--- src/rtl/lpws_pkg.sv ---
`timescale 1ns / 1ps
`default_nettype none
package lpws_pkg;

    // Default sizing
    localparam int LANES_DEF    = 32;
    localparam int PC_WIDTH_DEF = 32;

    // Fixed field widths
    localparam int WORD_W = 32;
    localparam int TC_W   = 6;
    localparam int KIND_W = 2;
    localparam int SIZE_W = 5;
    localparam int CFG_AW = 4;

    // Register reset values
    localparam logic [WORD_W-1:0] CODE_BASE_RST    = 32'h0000_1000;
    localparam logic [TC_W-1:0]   THREAD_COUNT_RST = 6'd32;
    localparam logic [WORD_W-1:0] CODE_SIZE_RST    = 32'd65536;
    localparam logic [WORD_W-1:0] MAX_STEPS_RST    = 32'd100000;

    // Register map (word index)
    typedef enum logic [1:0] {
        REG_CODE_BASE    = 2'd0,
        REG_THREAD_COUNT = 2'd1,
        REG_CODE_SIZE    = 2'd2,
        REG_MAX_STEPS    = 2'd3
    } t_reg_idx;

    // Request modes
    localparam logic MODE_START   = 1'b0;
    localparam logic MODE_RESOLVE = 1'b1;

    // Outcome kinds
    typedef enum logic [KIND_W-1:0] {
        KIND_ADVANCE = 2'd0,
        KIND_BRANCH  = 2'd1,
        KIND_PRED    = 2'd2,
        KIND_EXIT    = 2'd3
    } t_kind;

    // Configuration as seen by the datapath
    typedef struct packed {
        logic [WORD_W-1:0] code_base;
        logic [TC_W-1:0]   thread_count;
        logic [WORD_W-1:0] code_size;
        logic [WORD_W-1:0] max_steps;
    } t_cfg;

    // Controller to datapath commands
    typedef struct packed {
        logic update;   // apply the accepted request to lane state
        logic load;     // copy active lanes into the min tree
        logic reduce;   // one pairwise min level
        logic finish;   // form the issue group and the result
    } t_cmd;

    // Controller state, one-hot
    typedef enum logic [3:0] {
        ST_IDLE   = 4'b0001,
        ST_LOAD   = 4'b0010,
        ST_REDUCE = 4'b0100,
        ST_FINISH = 4'b1000
    } t_state;

endpackage
`default_nettype wire

--- src/rtl/lpws_regs.sv ---
`timescale 1ns / 1ps
`default_nettype none
module lpws_regs (
    input  logic                       i_clk,
    input  logic                       i_rst_n,
    input  logic                       psel,
    input  logic                       penable,
    input  logic                       pwrite,
    input  logic [lpws_pkg::CFG_AW-1:0] paddr,
    input  logic [31:0]                pwdata,
    output logic [31:0]                prdata,
    output logic                       pready,
    output lpws_pkg::t_cfg             o_cfg
);
    import lpws_pkg::*;

    t_cfg     r_cfg;
    t_reg_idx w_idx;
    logic     w_wr;

    assign pready = 1'b1;
    assign w_idx  = t_reg_idx'(paddr[3:2]);
    assign w_wr   = psel && penable && pwrite;
    assign o_cfg  = r_cfg;

    // Register writes
    always_ff @(posedge i_clk) begin
        if (!i_rst_n) begin
            r_cfg.code_base    <= CODE_BASE_RST;
            r_cfg.thread_count <= THREAD_COUNT_RST;
            r_cfg.code_size    <= CODE_SIZE_RST;
            r_cfg.max_steps    <= MAX_STEPS_RST;
        end else if (w_wr) begin
            case (w_idx)
                REG_CODE_BASE:    r_cfg.code_base    <= pwdata;
                REG_THREAD_COUNT: r_cfg.thread_count <= pwdata[TC_W-1:0];
                REG_CODE_SIZE:    r_cfg.code_size    <= pwdata;
                REG_MAX_STEPS:    r_cfg.max_steps    <= pwdata;
                default:          r_cfg              <= r_cfg;
            endcase
        end
    end

    // Read mux
    always_comb begin
        case (w_idx)
            REG_CODE_BASE:    prdata = r_cfg.code_base;
            REG_THREAD_COUNT: prdata = 32'(r_cfg.thread_count);
            REG_CODE_SIZE:    prdata = r_cfg.code_size;
            REG_MAX_STEPS:    prdata = r_cfg.max_steps;
            default:          prdata = '0;
        endcase
    end

endmodule
`default_nettype wire

--- config.mk ---
export PLATFORM = sky130hd
export DESIGN_NAME = lpws_regs
export DESIGN_NICKNAME = d
export VERILOG_FILES = /design/src/rtl/lpws_pkg.sv /design/src/rtl/lpws_regs.sv
export SDC_FILE = /design/constraint.sdc
export NUM_CORES = 1
export LEC_CHECK = 0
export BUFFER_PORTS_ARGS = -buffer_cell sky130_fd_sc_hd__buf_2
export CORE_MARGIN = 10
export CORE_UTILIZATION = 41
export CTS_CLUSTER_DIAMETER = 150
export DETAILED_ROUTE_END_ITERATION = 8
export PLACE_DENSITY_LB_ADDON = 0.1
export SLEW_MARGIN = 20
export SYNTH_ARGS = -nofsm -noshare
export SYNTH_HDL_FRONTEND = slang
export SYNTH_SLANG_ARGS = --single-unit
export TNS_END_PERCENT = 100
--- constraint.sdc ---
create_clock -name i_clk -period 1.98 [get_ports i_clk]
set_clock_uncertainty 0.1 [all_clocks]
set_input_delay 0.099 -clock i_clk [delete_from_list [all_inputs] [get_ports i_clk]]
set_output_delay 0.099 -clock i_clk [all_outputs]
set_load 0.005 [all_outputs]
Yosys cells after proc, flatten, opt, wreduce, memory -nomap -nowiden
Index checks and enable logic that the tools add are counted.
{"block": "totals", "regBits": 102, "output_inout_bits": 135, "inputBits": 41}
{"block": "op_classes", "reduce_logical": 7, "n_mux": 1, "n_eq_ne": 3}
{"cell": "32-bit case mux with 4 select lines", "n": 1}
{"cell": "2-bit AND reduction", "n": 4}
{"cell": "2-bit equality test (second input constant)", "n": 2}
{"cell": "2-bit by 1-bit equality test with 1-bit output (second input constant)", "n": 1}
{"cell": "1-bit logical AND", "n": 2}
{"cell": "2-bit logical NOT", "n": 1}

Depth between registers and ports, before layout
Gate-level depths: netlist of the first run.
{"block": "logic_depth", "word_depth": 3, "mapped_depth": 6}

Worst setup path after synthesis of the first run
OpenSTA, ideal clock, no wires.
{"block": "synth_path", "path_kind": "in2reg", "from": "in paddr[2] (netlist bit)", "to": "reg r_cfg (netlist bit o_cfg[34])", "n_path_buf": 2, "arrival_time_ns": 1.005, "cell_stages": 5, "t_required_ns": 1.808, "path_slack_ns": 0.803, "setup_time_ns": 0.072, "path_cell_list": "buf_6 nand2b_1 nor2_1 buf_4 mux2i_1"}
{"block": "synth_between", "elab_chain_cells": 2}
{"item": "start: declaration", "line_no": "lpws_regs.sv:9", "text": "input logic [lpws_pkg::CFG_AW-1:0] paddr,"}
{"item": "2-bit equality test", "line_no": "lpws_regs.sv:34", "text": "case (w_idx)"}
{"item": "2-bit AND reduction (no line)"}
{"item": "end signal: assignment", "line_no": "lpws_regs.sv:39", "text": "default: r_cfg <= r_cfg;"}
{"item": "end: declaration", "line_no": "lpws_regs.sv:17", "text": "t_cfg r_cfg;"}
No other way between the ends.
A chain may end at the register's enable or synchronous reset.

Worst setup path after layout of the first run
{"block": "layout_path", "from": "in paddr[2] (netlist bit)", "to": "out prdata[26]"}
{"block": "layout_between", "elab_chain_cells": 2, "word_cells_on_any_way": 5, "cone_classes": "eq/ne: 3; mux: 1; reduce/logical: 1"}
{"item": "2-bit equality test (tied with other cells)", "line_no": "lpws_regs.sv:46", "text": "case (w_idx)"}
{"item": "32-bit case mux with 4 select lines *", "line_no": "lpws_regs.sv:46"}
{"item": "end: declaration", "line_no": "lpws_regs.sv:11", "text": "output logic [31:0] prdata,"}
Mark *: on every way between the ends. The rest lies on a longest branch, timed or not.

==> results of run 1 <==
## repair_timing
item,4_1_cts,5_1_grt
gates resized for setup,0,0
hold endpoints to repair,99,0
hold buffers,32,0
endpoints found under the setup margin,0,0
## tightest hold or removal path, cell delays in order
cell and delay, ns:
buf_2 0.12, nand4_4 0.12, o21ai_0 0.08, o211ai_1 0.08
## worst paths after layout
check	from	endpoint	slack, ns
hold reg to reg	o_cfg[73]	o_cfg[73]	0.38
hold / removal	penable	o_cfg[15]	0.08
setup / recovery	paddr[2]	prdata[26]	0.24
setup reg to reg	o_cfg[48]	o_cfg[48]	1.17
## cells in the mapped netlist (2+ instances only)
cell type	count	share of area (%)
nand2_1	151	13
mux2i_1	121	27
nor2_2	2	0.28
clkbuf_1	16	1.3
mux4_2	5	2.5
nor2b_1	3	0.42
dfxtp_1	102	45
o211ai_1	6	1.0
buf_2	5	0.55
buf_6	5	1.2
o21ai_0	32	3.5
buf_4	10	1.7
inv_1	7	0.58
## power by group through the flow
stage / clock network, mW / registers [mW] / logic, mW
after floorplan: 0 / 2.15 / 0.194
after global placement: 0 / 2.15 / 0.332
after detailed placement: 0 / 2.15 / 0.339
after CTS: 1.54 / 2.10 / 0.389
after global routing: 1.63 / 2.10 / 0.423
final: 1.51 / 2.10 / 0.384
## kinds of logic after synthesis
logic type / Yosys count / synth area share, %
AOI/OAI and AO/OA: 39 / 4.73
buffers and inverters: 43 / 5.37
DFF: 102 / 45.2
muxes: 127 / 29.9
other: 1 / 0.0830
and+or+nand+nor: 163 / 14.8
## final cells by class
type / count / share of cell area, %
multi-input cells: 330 / 37.1
inverters: 7 / 0.435
clock buffers: 10 / 2.11
repair buffers: 217 / 22.0
flip-flops and latches: 102 / 33.8
clock inverters: 4 / 1.62
well taps: 140 / 2.90
## through the flow
stage | hold WS (ns) | instance area (µm²) | cells | setup slack [ns] | util [%]
finish | 0.0835 | 6040 | 810 | 0.245 | 56.0
floorplan | 0.141 | 4520 | 475 | 0.803 | -
detailed placement | 0.275 | 5500 | 764 | 0.240 | 50.9
global route | 0.0935 | 6040 | 810 | 0.156 | 56.0
global placement | 0.261 | 5500 | 764 | 0.276 | 50.9
CTS | 0.0708 | 6040 | 810 | 0.240 | 56.0
## routing by layer
metal | GRT usage, % | vias to the layer above | part of all wire, %
met3 | 4.48 | 19 | 6.1
met1 | 21.0 | 1879 | 45
met2 | 27.8 | 127 | 47
li1 | - | 1980 | -
met4 | 4.81 | 2 | 1.4
met5 | 0 | - | 0.095
==> metrics, run 1 <==
outcome=complete, no violations; drt wl/cell=about 17 µm; register area=0.00204 mm²; total power=~4.0 mW; Post-synth EDFFs=0; Synthesis Warnings=0; Total GRT Usage=16.8%; 1st-iter DRT viols=just under 200; initial antenna violation count=1; Initial Util=about two fifths; WP data arrival=between 1.5 and 2 ns; syn nets=around 520; core area=0.0108 mm²; delay-heaviest family, CP=buffers and inverters; Clk pwr share=a little under two fifths; fin crit share=between 80% and 90%; Initial DRT Pass Iterations=4; gr ovfl total=0; final WL=13.7 mm; count of pins over their slew limit=0; Post-Synthesis Cells=~480; combinational share of power=around a tenth; CTS Buffer Depth=2; most frequent cells in the layout=buf_2 (171), nand2_1 (151), mux2i_1 (121); Final GP Congestion=0.737; CTS Sinks=roughly 100; crit path max-delay cell type=nor2_2; Flop pwr share=52.6%; Buf+Inv Stages, Crit Path=3; Pleak=2.87 nW; leading cell type in the layout, fill and taps excluded=buf_2; fraction of final layout cells sized beyond drive strength 1=between 30 and 40%; Req. time, crit path=roughly 1.8 ns; final hold viol count=0; Slew @ Worst Pin=just under 0.7 ns; Hold/Removal Path Class=primary input to register; Setup Fix Bufs, Post-CTS=0; switching pwr=between 0.9 and 1 mW; Switching Share=between 20 and 25%; final period demand of the worst path=approximately 1.7 ns; H-tree Lvls=3; Layout area overhead=33.7%; sum of negative setup slack=0 ns; Skew-Pair Late Insertion Delay=between 0.3 and 0.4 ns; Cell Rows=38; cells along the critical path=buf_2, nor2_2, buf_4, nand2_1, o21ai_0, buf_2; Die H=125 µm; Slew HR=54.5%; post-synthesis sequential area ratio=about 45%; Cell Area, Synth=0.00452 mm²; Unique masters post-synth=23; Layout Nets=between 700 and 800; die area=around 0.016 mm²; buffers added on ports=172; ys flop type=dfxtp_1; Synth Area per Inst=approximately 9.5 µm²; vias in the first global route=4140; TritonCTS buffer count=9; FF-to-FF path depth=2; Fmax achieved=0.576 GHz; WP depth=6; DRT antenna net count=0; FF+latch count, synth=102; Critical Path Sink Type=output port; IO Pins=176; n_diodes=0; peak supply drop=400 µV; first-pass GRT wire length=21.8 mm; Clock Tree Root=clkbuf_8; Remaining DRCs=0; critical-path maximum fanout=14; WHS Path Cells=4; Die X=around 120 µm; max reg flops=~100; final setup vio count=0; Vias/cell=a little under 5; Crit Path Class=primary input to output port; crit path launch type=primary input; Via Count=between 4000 and 5000; # Max-Cap Violations=0; most frequent CP cell=buf_2; Reg clk slew, reported paths=about 0.090 ns; ys async rst share=0%; area of the multi-input gates=around 0.0022 mm²; CTS tree=yes; DP HPWL=a little under 10 mm; fillcell total=between 900 and 1000; power density over cell area=approximately 660 mW/mm²; RSZ-0062 raised after global routing=false; largest net degree at the start of global routing=between 50 and 60; slowest cell delay on critical path=0.57 ns; internal cell power=3.08 mW
(Power assumes the default switching activity.)
==> run 2: changes to the inputs <==
--- a/config.mk
+++ b/config.mk
@@ -6,10 +6,11 @@
 export NUM_CORES = 1
 export LEC_CHECK = 0
 export BUFFER_PORTS_ARGS = -buffer_cell sky130_fd_sc_hd__buf_2
-export CORE_MARGIN = 10
+export CORE_MARGIN = 3
 export CORE_UTILIZATION = 41
 export CTS_CLUSTER_DIAMETER = 150
 export DETAILED_ROUTE_END_ITERATION = 8
+export GPL_TIMING_DRIVEN = 0
 export PLACE_DENSITY_LB_ADDON = 0.1
 export SLEW_MARGIN = 20
 export SYNTH_ARGS = -nofsm -noshare
==> constraint.sdc (replaced) <==
create_clock -name i_clk -period 1.98 [get_ports i_clk]
set_clock_uncertainty 0.1 [all_clocks]
set_input_delay 0.099 -clock i_clk [delete_from_list [all_inputs] [get_ports i_clk]]
set_output_delay 0.099 -clock i_clk [all_outputs]
set_load 0.02 [all_outputs]
==> run 2 against run 1 <==
Final cell count is 2.3% higher; clock power is 18% lower; non-clock buffer count is 21 higher; critical path depth is 1 higher; highest routed layer is now met4; global-route usage is 6.4 points higher; worst setup slack worse by 0.18 ns; routed wire length is 5.3% higher; register-to-register slack hardly changed; combinational power is 20% higher.
==> metrics, run 2 (synthesized netlist as in run 1, its figures left out) <==
Final GP Congestion=0.825 (was 0.737); CTS Sinks=102 (unchanged); leading cell type in the layout, fill and taps excluded=buf_2 (unchanged); final hold viol count=0 (unchanged); drt wl/cell=17.4 µm (was 17.0 µm); fillcell total=982 (was 979); Pleak=2.88 nW (was 2.87 nW); Resized Gates After CTS=0 (unchanged); count of pins over their slew limit=0 (unchanged); fin crit share=96.5% (was 87.6%); Die H=111 µm (was 125 µm); crit path launch type=primary input (unchanged); gr busiest metal=met2 (unchanged); initial antenna violation count=0 (was 1); final WL=14.5 mm (was 13.7 mm); Clock Tree Root=clkbuf_8 (unchanged); register area=0.00204 mm² (unchanged); TritonCTS buffer count=9 (unchanged); Slew HR=54.9% (was 54.5%); largest net degree at the start of global routing=17 (was 58); Remaining DRCs=0 (unchanged); critical-path maximum fanout=10 (was 14); most frequent cells in the layout=buf_2 (175), nand2_1 (151), mux2i_1 (121) (was buf_2 (171), nand2_1 (151), mux2i_1 (121)); CTS tree=yes (unchanged); Slew @ Worst Pin=0.676 ns (was 0.682 ns); placed inst area=0.00554 mm² (was 0.00550 mm²); Initial Util=43.0% (was 41.9%); H-tree Lvls=3 (unchanged); Critical Path Sink Type=output port (unchanged); peak supply drop=397 µV (was 400 µV); die area=0.0123 mm² (was 0.0156 mm²); outcome=complete, no violations (unchanged); buffers added on ports=170 (was 172); Layout Nets=729 (was 708); gr ovfl total=0 (unchanged); Via Count=4178 (was 4007); DP HPWL=10.2 mm (was 9.74 mm); Reg clk slew, reported paths=0.09 ns (about the same); final setup vio count=0 (unchanged); Die X=111 µm (was 125 µm); met3 GRT Util=5.13% (was 4.48%); power density over cell area=628 mW/mm² (was 661 mW/mm²); # Max-Cap Violations=0 (unchanged); Total GRT Usage=23.2% (was 16.8%); Hold/Removal Path Class=primary input to register (unchanged); WP data arrival=1.71 ns (was 1.54 ns); vias in the first global route=4192 (was 4140); first-pass GRT wire length=22.8 mm (was 21.8 mm); Vias/cell=5.04 (was 4.95); n_diodes=0 (unchanged); DRT antenna net count=0 (unchanged); sum of negative setup slack=0 ns (unchanged); Layout area overhead=33.8% (was 33.7%); CTS Buffer Depth=2 (unchanged); area of the multi-input gates=0.00223 mm² (was 0.00224 mm²); final period demand of the worst path=1.91 ns (was 1.74 ns); IO Pins=176 (unchanged); Fmax achieved=0.523 GHz (was 0.576 GHz); met2 usage=39.8% (was 27.8%); RSZ-0062 raised after global routing=false (unchanged); max reg flops=102 (unchanged); Req. time, crit path=1.78 ns (about the same); Cell Rows=37 (was 38); met1 GRT Util=29.7% (was 21.0%); 1st-iter DRT viols=204 (was 195); Finished Cell Area=0.00605 mm² (was 0.00604 mm²); core area=0.0105 mm² (was 0.0108 mm²); Initial DRT Pass Iterations=5 (was 4); Skew-Pair Late Insertion Delay=0.36 ns (was 0.35 ns); Crit Path Class=primary input to output port (unchanged); fraction of final layout cells sized beyond drive strength 1=30.9% (was 31.2%)
[run 2: changes by cell type in the layout (fill, tap and decap cells not counted), sizes merged]
cell	before	now
buf	185	190
clkinvlp	1	3
clkbuf	10	28
bufinv	3	0
clkinv	0	1
[run 2: layer usage]
metal  part of all wire, %  vias to the layer above
met1                    44                     1991
met5                     0                        -
met3                   6.3                       14
met2                    48                      144
met4                   1.4                        0
li1                      -                     2029
[run 2: report_power, final]
part           total (mW)  internal, mW  switching (mW)
combinational       0.459         0.179           0.280
clock                1.24         0.529           0.707
sequential           2.10          2.08          0.0228
[run 2: worst max-delay path, cell delays in order]
cell     delay [ns]
buf_2          0.12
buf_2          0.23
nor2_2         0.43
buf_2          0.38
nand2_1        0.10
o21ai_0        0.13
buf_2          0.23
[run 2: what timing repair did]
action | in CTS | in global routing
hold endpoints to repair | 101 | 0
hold buffers | 32 | 0
buffers inserted | 0 | 0
[run 2: metrics by stage]
| step | util [%] | hold WS, ns | std cells | power [mW] | setup slack [ns] |
|---|---|---|---|---|---|
| floorplan | - | 0.141 | 475 | 2.39 | 0.557 |
| global placement | 52.7 | 0.262 | 781 | 2.55 | 0.126 |
| detailed placement | 52.7 | 0.266 | 781 | 2.56 | 0.104 |
| CTS | 57.5 | 0.00634 | 829 | 3.83 | 0.0963 |
| global route | 57.5 | 0.0257 | 829 | 3.96 | 0.0316 |
| finish | 57.5 | 0.0313 | 829 | 3.80 | 0.0685 |
[run 2: final cells by class]
cell class                 count  share of cell area (%)
timing repair buffer         202                    19.4
buffer                        36                    3.58
sequential                   102                    33.8
clock buffer                  12                    2.57
multi-input combinational    330                    37.0
inverter                       7                   0.435
clock inverter                 4                   0.517
tap                          136                    2.81
[run 2: path summary, 6_finish.rpt]
path,slack [ns],from,cells after the start,endpoint
min,0.03,paddr[3],3,o_cfg[48]
min reg2reg,0.38,o_cfg[35],2,o_cfg[35]
max,0.07,paddr[3],7,prdata[16]
max reg2reg,1.18,o_cfg[10],2,o_cfg[10]
