==> config.mk <==
export PLATFORM = sky130hd
export DESIGN_NAME = lpws_ctrl
export DESIGN_NICKNAME = d
export VERILOG_FILES = /design/src/rtl/lpws_pkg.sv /design/src/rtl/lpws_ctrl.sv
export SDC_FILE = /design/constraint.sdc
export NUM_CORES = 1
export LEC_CHECK = 0
export BUFFER_PORTS_ARGS = -buffer_cell sky130_fd_sc_hd__buf_4
export CAP_MARGIN = 10
export CORE_AREA = 2 2 39 41
export CTS_CLUSTER_DIAMETER = 80
export DETAILED_ROUTE_END_ITERATION = 10
export DIE_AREA = 0 0 41 43
export SYNTH_ARGS = -nofsm -noshare
export SYNTH_HDL_FRONTEND = slang
export SYNTH_SLANG_ARGS = --single-unit
==> constraint.sdc <==
create_clock -name i_clk -period 1.4 [get_ports i_clk]
set_input_delay 0.14 -clock i_clk [delete_from_list [all_inputs] [get_ports i_clk]]
set_output_delay 0.14 -clock i_clk [all_outputs]
set_load 0.01 [all_outputs]
==> src/rtl/lpws_pkg.sv <==
`timescale 1ns / 1ps
`default_nettype none
package lpws_pkg;

    // Default sizing
    localparam int LANES_DEF    = 32;
    localparam int PC_WIDTH_DEF = 32;

    // Fixed field widths
    localparam int WORD_W = 32;
    localparam int TC_W   = 6;
    localparam int KIND_W = 2;
    localparam int SIZE_W = 5;
    localparam int CFG_AW = 4;

    // Register reset values
    localparam logic [WORD_W-1:0] CODE_BASE_RST    = 32'h0000_1000;
    localparam logic [TC_W-1:0]   THREAD_COUNT_RST = 6'd32;
    localparam logic [WORD_W-1:0] CODE_SIZE_RST    = 32'd65536;
    localparam logic [WORD_W-1:0] MAX_STEPS_RST    = 32'd100000;

    // Register map (word index)
    typedef enum logic [1:0] {
        REG_CODE_BASE    = 2'd0,
        REG_THREAD_COUNT = 2'd1,
        REG_CODE_SIZE    = 2'd2,
        REG_MAX_STEPS    = 2'd3
    } t_reg_idx;

    // Request modes
    localparam logic MODE_START   = 1'b0;
    localparam logic MODE_RESOLVE = 1'b1;

    // Outcome kinds
    typedef enum logic [KIND_W-1:0] {
        KIND_ADVANCE = 2'd0,
        KIND_BRANCH  = 2'd1,
        KIND_PRED    = 2'd2,
        KIND_EXIT    = 2'd3
    } t_kind;

    // Configuration as seen by the datapath
    typedef struct packed {
        logic [WORD_W-1:0] code_base;
        logic [TC_W-1:0]   thread_count;
        logic [WORD_W-1:0] code_size;
        logic [WORD_W-1:0] max_steps;
    } t_cfg;

    // Controller to datapath commands
    typedef struct packed {
        logic update;   // apply the accepted request to lane state
        logic load;     // copy active lanes into the min tree
        logic reduce;   // one pairwise min level
        logic finish;   // form the issue group and the result
    } t_cmd;

    // Controller state, one-hot
    typedef enum logic [3:0] {
        ST_IDLE   = 4'b0001,
        ST_LOAD   = 4'b0010,
        ST_REDUCE = 4'b0100,
        ST_FINISH = 4'b1000
    } t_state;

endpackage
`default_nettype wire

==> src/rtl/lpws_ctrl.sv <==
`timescale 1ns / 1ps
`default_nettype none
module lpws_ctrl #(
    parameter int LANES = lpws_pkg::LANES_DEF
) (
    input  logic           i_clk,
    input  logic           i_rst_n,
    input  logic           i_start,
    output logic           o_busy,
    output lpws_pkg::t_cmd o_cmd
);
    import lpws_pkg::*;

    localparam int LEVELS = $clog2(LANES);
    localparam int LVL_W  = (LEVELS > 1) ? $clog2(LEVELS) : 1;

    t_state             r_state, n_state;
    logic [LVL_W-1:0]   r_level, n_level;
    logic               w_last;

    assign o_busy = (r_state != ST_IDLE);
    assign w_last = (r_level == LVL_W'(LEVELS - 1));

    // Commands decoded from state
    always_comb begin
        o_cmd        = '0;
        o_cmd.update = (r_state == ST_IDLE) && i_start;
        o_cmd.load   = (r_state == ST_LOAD);
        o_cmd.reduce = (r_state == ST_REDUCE);
        o_cmd.finish = (r_state == ST_FINISH);
    end

    // Next state and level count
    always_comb begin
        n_state = r_state;
        n_level = r_level;
        case (r_state)
            ST_IDLE: begin
                if (i_start) n_state = ST_LOAD;
            end
            ST_LOAD: begin
                n_level = '0;
                n_state = ST_REDUCE;
            end
            ST_REDUCE: begin
                n_level = r_level + 1'b1;
                if (w_last) n_state = ST_FINISH;
            end
            ST_FINISH: begin
                n_state = ST_IDLE;
            end
            default: begin
                n_state = ST_IDLE;
            end
        endcase
    end

    always_ff @(posedge i_clk) begin
        if (!i_rst_n) begin
            r_state <= ST_IDLE;
            r_level <= '0;
        end else begin
            r_state <= n_state;
            r_level <= n_level;
        end
    end

endmodule
`default_nettype wire

# --- Word level (Yosys, flattened, before mapping) ---
# Cells that the tools add are included.
op_classes:
  n_addsub: 1
  n_eq_ne: 8
  muxes: 4
  n_reduce_logical: 3
op_table:
  columns: ["op", "count"]
  rows:
  - ["4-bit one-hot mux with 3 select lines", 1]
  - ["4-bit two-way mux", 2]
  - ["3-bit one-hot mux with 2 select lines", 1]
  - ["4-bit by 1-bit equality test with 1-bit output, second input constant", 1]
  - ["4-bit by 2-bit equality test with 1-bit output, second input constant", 1]
  - ["4-bit by 3-bit equality test with 1-bit output, second input constant", 1]
  - ["4-bit equality test, second input constant", 1]
  - ["4-bit by 1-bit != test with 1-bit output, second input constant", 1]
  - ["3-bit by 1-bit adder with 3-bit output, second input constant", 1]
  - ["3-bit equality test, second input constant", 1]
  - ["2-bit by 1-bit != test with 1-bit output, second input constant", 1]
  - ["2-bit != test, second input constant", 1]
  - ["2-bit AND reduction", 1]
  - ["2-bit nonzero test", 1]
  - ["1-bit logical AND", 1]
totals:
  ff_bits: 7
  input_bits: 3
  out_inout_bits: 5
  elab_cells: 18

# --- Depth between registers and ports, before layout ---
# Gate-level depths: netlist of the first run.
depth:
  word_depth: 3
  depth_mapped: 5
  depth_no_buf: 5

# --- Least setup slack after synthesis of the first run ---
# Ideal clock, no wire load.
synth_path:
  path_type: "flip-flop to output port"
  startpoint: "register r_state[2]"
  endpoint: "output port o_cmd[3] in the netlist's numbering"
  arrival_time_ps: 1033
  required_time_ps: 1260
  slack_ps: 227
  stages_incl_launch_ff: 4
  path_buffers: 1
  path_cell_list: "dfxtp_1 > buf_2 > nor4b_1 > and2_1"
synth_rtl:
  columns: ["item", "line_no", "rtl"]
  rows:
  - ["start, declared", "lpws_ctrl.sv:17", "t_state r_state, n_state;"]
  - ["start signal, assigned", "lpws_ctrl.sv:63", "r_state <= n_state;"]
  - ["end, declared", "lpws_ctrl.sv:10", "output lpws_pkg::t_cmd o_cmd"]

==> qor.csv, run 1 <==
metric,value,unit
Clk pwr share,41.1,%
worst-margin pin slew,0.242,ns
worst setup margin,0.0452,ns
WL final,969,microns
final max-slew violation count,0,
wire length of the first global-routing pass,1640,microns
initial core utilization,30.4,%
critical-path maximum fanout,5,
crit path DAT,1.21,ns
initial antenna violation count,0,
Syn Inst Count,51,
leakage power,0.232,nW
relative max-transition margin,83.6,%
Top Ports,8,
non-filler instance count after layout,78,
largest net degree at the start of global routing,10,
area of the core,0.00138,sq mm
die area,0.00176,sq mm
switching power,133,uW
clock tree sinks,7,
hold buffer count at cts,0,
part of the power in registers,43.8,%
HP Class,primary input to flip-flop,
pre-CTS setup slack,0.157,ns
Inst Count DP,72,
DRT iter0 DRCs,13,
Worst-path clk slew,0.06,ns
f_max,738,MHz
layout cell share with drive strength beyond 1,37.1,%
CTS Buf Count,3,
"FF+latch count, synth",7,
Final setup viols,0,
Placer Congestion,0.800,
number of library cell types mapped by synthesis,27,
most frequent cells in the layout,"12 x buf_4, 4 x inv_1",
Chip Height,43,microns
CP Launch Type,flip-flop,
Max-Cap Viols,0,
"commonest non-fill, non-tap cell in the layout",buf_4,
Tmin final,1.35,ns
"reg-to-reg slack, setup",0.19,ns
average size of a mapped cell,8.24,sq um
IO buf count,7,
Crit. End Element,output pin,
CTS tree,built,
syn nets,56,
Max Root-Sink Buffers,2,
drt pass-1 iters,4,
RSZ-0062 raised after global routing,true,
fin crit share,96.8,%
pwr dens,853,mW/mm^2
DRC viols,0,
switch share,27.4,%
outcome,"complete, no violations",
CTS Root Cell,clkbuf_4,
register area share after synthesis,33.3,%
gr usage total,14.5,%
Post-Syn Area,420,sq um
Area Growth Syn to Fin,35.1,%
CP required,1.26,ns
HPWL after DPL,703,microns
gr ovfl total,0,
vias,423,
yosys warns,0,
Wirelength per Cell,12.4,microns
Final #Nets,68,
part of the power in combinational logic,15.1,%
"antenna viol nets, final",0,
Die Wd,41,microns
Final Skew,0.00135,ns
via count of the first global-routing pass,370,
peak supply drop,287,uV
Placement Rows,14,
Final TNS setup,0,ns
H-tree Lvls,1,
Final Hold Viols,0,
CP Class,flip-flop to output pin,
Int Power,352,uW
# diodes,0,
worst skew pair latency,0.26,ns
Via density,5.42,
[metal layers]
metal,part of all wire [%],track usage [%],vias up
li1,-,-,205
met1,45,17.4,206
met2,49,19.7,10
met3,4.6,6.28,2
met4,1.8,10.0,0
met5,0,0,-
[area by class of cell]
type | count | area [sq um]
fill | 146 | 816
multi-input combinational | 35 | 269
inverter | 4 | 15.0
tap | 16 | 20.0
clock buffer | 4 | 26.3
sequential | 7 | 148
timing repair buffer | 12 | 90.1
[flip-flops by register name (all words and copies together) (netlist names)]
register,count
r_state,4
r_level,3
[power groups by stage]
| stage | Sequential, mW | Combinational, mW | Clock (mW) |
|---|---|---|---|
| 2_1_floorplan | 0.211 | 0.0426 | 0 |
| 3_3_place_gp | 0.215 | 0.0667 | 0 |
| 3_5_place_dp | 0.215 | 0.0679 | 0 |
| 4_1_cts | 0.212 | 0.0725 | 0.202 |
| 5_1_grt | 0.213 | 0.0822 | 0.211 |
| 6_report | 0.212 | 0.0733 | 0.199 |
[metrics by stage]
stage                     hold WS [ns]  area, sq um  utilization, %  total power [mW]
after floorplan                  0.256          420               -             0.254
after global placement           0.389          488            35.3             0.282
after detailed placement         0.391          488            35.3             0.283
after CTS                        0.122          532            38.4             0.487
after global routing             0.143          568            41.0             0.506
final                            0.121          568            41.0             0.484
[logic make-up (layout without fill, tap and decap cells)]
kind of cell             Yosys count  after routing  synth area share, %
AND/OR/NAND/NOR                   22             22                 33.3
AO/OA/AOI/OAI                     11             11                 17.3
adder cells (fa/ha/maj)            2              2                 5.95
buffers and inverters              9             20                 10.1
flip-flops                         7              7                 33.3
[path summary, 6_finish.rpt]
path | endpoint | depth (start not counted) | from
max | o_cmd[3] | 3 | r_state[3]
min | r_state[1] | 2 | i_start
max reg2reg | r_level[1] | 5 | r_level[0]
min reg2reg | r_level[1] | 2 | r_level[1]
[synthesized netlist by cell type, drive strengths merged]
library cell,number,area (sq um)
dfxtp,7,140
a31oi,1,6.26
o21ai,2,10.0
a21oi,3,15.0
buf,4,22.5
and3,1,6.26
a21o,1,7.51
o21a,1,7.51
a41oi,1,8.76
and4,1,8.76
nor2b,1,6.26
nand2b,3,18.8
inv,4,15.0
nand3,1,5.00
nor3,3,15.0
or4b,1,10.0
clkbuf,1,5.00
nor2,2,7.51
nor4b,3,26.3
nor4,1,6.26
nand2,2,7.51
nor3b,1,7.51
and3b,1,8.76
ha,2,25.0
o32ai,2,17.5
and2,1,6.26
[critical path, stage by stage, from the launching register on]
cell and delay (ns):
dfxtp_4 0.37, nor4b_4 0.31, and2_1 0.16, buf_4 0.12
[what timing repair did]
| action | CTS | global route |
|---|---|---|
| resized for setup | 4 | 6 |
| pin swaps | 1 | 2 |
| endpoints found under the setup margin | 2 | 4 |
| setup buffers | 0 | 2 |
Power figures use the tool's default switching activity.
==> run 2, diff against run 1 <==
--- a/config.mk
+++ b/config.mk
@@ -8,9 +8,9 @@
 export BUFFER_PORTS_ARGS = -buffer_cell sky130_fd_sc_hd__buf_4
 export CAP_MARGIN = 10
 export CORE_AREA = 2 2 39 41
-export CTS_CLUSTER_DIAMETER = 80
 export DETAILED_ROUTE_END_ITERATION = 10
 export DIE_AREA = 0 0 41 43
+export PLACE_DENSITY = 0.54
 export SYNTH_ARGS = -nofsm -noshare
 export SYNTH_HDL_FRONTEND = slang
 export SYNTH_SLANG_ARGS = --single-unit
==> run 2 against run 1 <==
  * Global-route usage fell by 0.58 points
  * Die area did not move
  * Critical endpoint is now o_cmd[0]
  * Clock power barely moved
  * Cell area fell by 1.1%
  * Sequential share of layout area fell by 0.16 points
  * First-iteration DRC count fell by 77%
  * Worst hold slack barely moved
  * Combinational power rose by 3%
  * Sequential power barely moved
  * Count of clock-buffer cells in the layout did not move
  * Cell count fell by 1.3%
  * Routed wire length rose by 2.5%
==> qor.csv, run 2 (synthesized netlist as in run 1, its figures left out) <==
metric,value,unit
wire length of the first global-routing pass,1630,microns
Worst-path clk slew,0.06,ns
largest net degree at the start of global routing,11,
Crit. End Element,output pin,
peak supply drop,442,uV
launching point of the worst reg2reg path,r_level[0],
Chip Height,43,microns
CTS Root Cell,clkbuf_4,
leakage power,0.227,nW
# diodes,0,
RSZ-0062 raised after global routing,false,
HPWL after DPL,673,microns
Largest Register,r_state,
HP Class,primary input to flip-flop,
crit path DAT,1.20,ns
WL final,993,microns
CP Launch Type,flip-flop,
worst skew pair latency,0.26,ns
part of the power in registers,43.8,%
fin crit share,95.8,%
Worst Hold Depth,2,
area of the core,0.00138,sq mm
switch share,27.3,%
"reg-to-reg slack, setup",0.18,ns
layout cell share with drive strength beyond 1,36.1,%
Clk pwr share,40.7,%
Max Root-Sink Buffers,2,
gr ovfl total,0,
initial antenna violation count,0,
switching power,133,uW
final max-slew violation count,0,
f_max,745,MHz
H-tree Lvls,1,
gr usage total,13.9,%
hold endpoint,r_state[1],
most frequent cells in the layout,"10 x buf_4, 4 x inv_1, 4 x dfxtp_2",
worst-margin pin slew,0.255,ns
Top Ports,8,
Final setup viols,0,
critical-path maximum fanout,8,
Final TNS setup,0,ns
DRC viols,0,
max FFs per register,4,
pwr dens,867,mW/mm^2
Top Registers,"r_state: 4 flops, r_level: 3 flops",
fin util,40.6,%
drt pass-1 iters,4,
CP Class,flip-flop to output pin,
Tmin final,1.34,ns
CTS Buf Count,3,
initial core utilization,30.4,%
DRT iter0 DRCs,3,
vias,406,
"antenna viol nets, final",0,
Via density,5.27,
Final Skew,0.00263,ns
part of the power in combinational logic,15.5,%
Die Wd,41,microns
outcome,"complete, no violations",
Placement Rows,14,
CP required,1.26,ns
Hold Startpoint,i_start,
via count of the first global-routing pass,390,
Wirelength per Cell,12.9,microns
CTS tree,built,
clock tree sinks,7,
Reg-to-Reg End,r_level[1],
relative max-transition margin,82.7,%
Final Hold Viols,0,
Final #Nets,67,
Placer Congestion,0.712,
reg2reg path depth,5,
die area,0.00176,sq mm
IO buf count,7,
Max-Cap Viols,0,
Int Power,354,uW
Filler Cell Count,144,
"commonest non-fill, non-tap cell in the layout",buf_4,
Area Growth Syn to Fin,33.6,%
[run 2: changes by cell type in the layout (fill, tap and decap cells not counted), sizes merged]
cell and change:
buf -1
[run 2: cell type report]
cell class                 instances  area (sq um)  share of cell area, %
tap                               16          20.0                   3.56
inverter                           4          15.0                   2.67
sequential                         7           145                   25.8
multi-input combinational         35           269                   47.9
clock buffer                       4          26.3                   4.68
timing repair buffer              11          86.3                   15.4
[run 2: stage by stage]
stage	worst slack (ns)	total power, mW	cells	hold WS (ns)	instance area [sq um]
finish	0.0582	0.487	77	0.121	562
global route	0.000732	0.513	77	0.137	562
CTS	0.00170	0.484	77	0.115	539
detailed placement	0.185	0.282	73	0.386	495
global placement	0.200	0.283	73	0.397	495
floorplan	0.227	0.254	51	0.256	420
[run 2: how the worst max path moves through the flow]
stage | startpoint | endpoint | cells past startpoint | slack (ns)
2_1_floorplan | r_state[2] | o_cmd[3] | 3 | 0.23
3_3_place_gp | r_level[0] | r_level[1] | 5 | 0.20
3_5_place_dp | r_level[0] | r_level[1] | 5 | 0.19
4_1_cts | r_state[2] | o_cmd[2] | 4 | 0.002
5_1_grt | r_state[2] | o_cmd[3] | 3 | 0.0007
6_report | r_state[0] | o_cmd[0] | 3 | 0.06
[run 2: repair_timing]
action                                 CTS  global route
setup endpoints to repair                3             5
endpoints found under the hold margin    0             0
setup buffers                            0             0
hold buffers                             0             0
gates resized for setup                  3             7
pin swaps                                0             2
[run 2: power groups by stage]
stage / clock network (mW) / registers, mW / logic (mW)
6_report: 0.198 / 0.214 / 0.0752
5_1_grt: 0.217 / 0.214 / 0.0825
4_1_cts: 0.202 / 0.211 / 0.0706
3_5_place_dp: 0 / 0.214 / 0.0681
3_3_place_gp: 0 / 0.214 / 0.0689
2_1_floorplan: 0 / 0.211 / 0.0426
[run 2: critical path: stages, from the launching register on]
cell and delay, ns:
dfxtp_2 0.34, buf_4 0.17, nor4b_2 0.26, buf_4 0.16
[run 2: metal layers]
layer	part of all wire, %	track usage, %	vias to the layer above
met2	48	18.4	10
met1	46	18.8	186
met5	0	0	-
met3	3.6	3.14	4
li1	-	-	206
met4	2.5	10.0	0
==> run 3, diff against run 2 <==
--- a/config.mk
+++ b/config.mk
@@ -7,9 +7,9 @@
 export LEC_CHECK = 0
 export BUFFER_PORTS_ARGS = -buffer_cell sky130_fd_sc_hd__buf_4
 export CAP_MARGIN = 10
-export CORE_AREA = 2 2 39 41
+export CORE_AREA = 3 3 40 42
 export DETAILED_ROUTE_END_ITERATION = 10
-export DIE_AREA = 0 0 41 43
+export DIE_AREA = 0 0 43 45
 export PLACE_DENSITY = 0.54
 export SYNTH_ARGS = -nofsm -noshare
 export SYNTH_HDL_FRONTEND = slang
==> constraint.sdc (replaced) <==
create_clock -name i_clk -period 1.62 [get_ports i_clk]
set_input_delay 0.162 -clock i_clk [delete_from_list [all_inputs] [get_ports i_clk]]
set_output_delay 0.162 -clock i_clk [all_outputs]
set_load 0.01 [all_outputs]
==> run 3 against run 2 <==
  * Worst setup slack improved by 0.075 ns
  * Core utilization fell by 0.77 points
  * Sequential share of layout area rose by 1.5 points
  * Die area rose by 9.8%
  * Largest power group unchanged
==> qor.csv, run 3 (synthesized netlist as in run 1, its figures left out) <==
metric,value,unit
CTS Buf Count,3,
Top Registers,"r_state: 4 flops, r_level: 3 flops",
Placer Congestion,0.701,
largest net degree at the start of global routing,16,
WL final,842,microns
crit path launch,r_state[1],
outcome,"complete, no violations",
Chip Height,45,microns
Worst-path clk slew,0.05,ns
Final TNS setup,0,ns
f_max,672,MHz
non-filler instance count after layout,74,
wire length of the first global-routing pass,1590,microns
Final #Nets,65,
HPWL after DPL,654,microns
"commonest non-fill, non-tap cell in the layout",buf_4,
relative max-transition margin,70.7,%
Max-Cap Viols,0,
vias,398,
pwr dens,765,mW/mm^2
Tmin final,1.49,ns
DRC viols,0,
HP Class,primary input to flip-flop,
CP Launch Type,flip-flop,
peak supply drop,511,uV
Max Root-Sink Buffers,2,
Crit. End Element,output pin,
Final setup viols,0,
"reg-to-reg slack, setup",0.22,ns
initial antenna violation count,0,
gr usage total,11.2,%
Placement Rows,13,
post-layout instance area,512,sq um
RSZ-0062 raised after global routing,true,
# diodes,0,
initial core utilization,32.7,%
"antenna viol nets, final",0,
area of the core,0.00128,sq mm
crit path DAT,1.33,ns
via count of the first global-routing pass,371,
Die Wd,43,microns
FF/Latch Area,140,sq um
critical-path maximum fanout,15,
fin crit share,91.8,%
Largest Register,r_state,
IO buf count,7,
Reg-to-Reg End,r_state[0],
max FFs per register,4,
clock tree sinks,7,
Placement Cell Area,479,sq um
launching point of the worst reg2reg path,r_state[1],
drt pass-1 iters,4,
most frequent cells in the layout,"9 x buf_4, 7 x dfxtp_1, 4 x inv_1",
CTS tree,built,
Inst Count DP,70,
Final Hold Viols,0,
final max-slew violation count,0,
H-tree Lvls,1,
CTS Root Cell,clkbuf_4,
Top Ports,8,
CP Class,flip-flop to output pin,
Via density,5.38,
Filler Cell Count,127,
leakage power,0.203,nW
Area Growth Syn to Fin,21.7,%
critical path endpoint,o_cmd[3],
Wirelength per Cell,11.4,microns
Final Skew,0.00252,ns
gr ovfl total,0,
die area,0.00194,sq mm
reg2reg path depth,3,
DRT iter0 DRCs,10,
worst-margin pin slew,0.438,ns
setup bufs post-CTS,0,
CP required,1.46,ns
area occupied by multi-input gates,244,sq um
layout cell share with drive strength beyond 1,22.0,%
worst skew pair latency,0.25,ns
## run 3: cell types whose count changed in the layout (fill, tap and decap cells not counted), sizes merged
| cell | previous run | this run |
|---|---|---|
| buf | 11 | 9 |
## run 3: final cells by class
class,instances,area share (%)
multi-input combinational,35,47.7
tap,15,3.67
timing repair buffer,9,13.2
clock buffer,4,5.13
sequential,7,27.4
inverter,4,2.93
## run 3: how the worst min path moves through the flow
stage / start / endpoint / slack (ns) / depth (start not counted)
finish: i_start / r_state[1] / 0.16 / 2
global placement: i_start / r_state[1] / 0.41 / 2
detailed placement: i_start / r_state[1] / 0.42 / 2
global route: i_rst_n / r_state[2] / 0.16 / 3
CTS: i_start / r_state[1] / 0.16 / 2
floorplan: i_rst_n / r_state[2] / 0.28 / 2
## run 3: repair_timing
item | in CTS | in global routing
hold buffers | 0 | 0
setup endpoints to repair | 0 | 2
resized for setup | 0 | 1
## run 3: metal layers
metal	vias to the layer above	wire, microns	track usage, %
met3	2	46	7.17
met5	-	0	0
met4	0	8	1.81
met1	192	407	13.6
li1	199	-	-
met2	5	379	17.1
## run 3: stage by stage
stage / setup WS, ns / hold slack, ns / power (mW) / utilization [%]
2_1_floorplan: 0.425 / 0.278 / 0.219 / -
6_report: 0.133 / 0.164 / 0.392 / 39.8
3_5_place_dp: 0.248 / 0.416 / 0.241 / 37.3
4_1_cts: 0.0169 / 0.159 / 0.398 / 39.3
5_1_grt: -0.000950 / 0.162 / 0.424 / 39.8
3_3_place_gp: 0.280 / 0.413 / 0.241 / 37.3
## run 3: worst max-delay path, stage by stage (launching register included)
cell and delay (ns):
dfxtp_1 0.43, nor4b_2 0.36, and2_1 0.17, buf_4 0.11
## run 3: where the power goes
| group | leakage, nW | switching [mW] | internal (mW) | total (mW) |
|---|---|---|---|---|
| clock | 0.0150 | 0.0591 | 0.0937 | 0.153 |
| sequential | 0.0568 | 0.0104 | 0.177 | 0.187 |
| combinational | 0.131 | 0.0232 | 0.0283 | 0.0516 |
| total | 0.203 | 0.0927 | 0.299 | 0.392 |
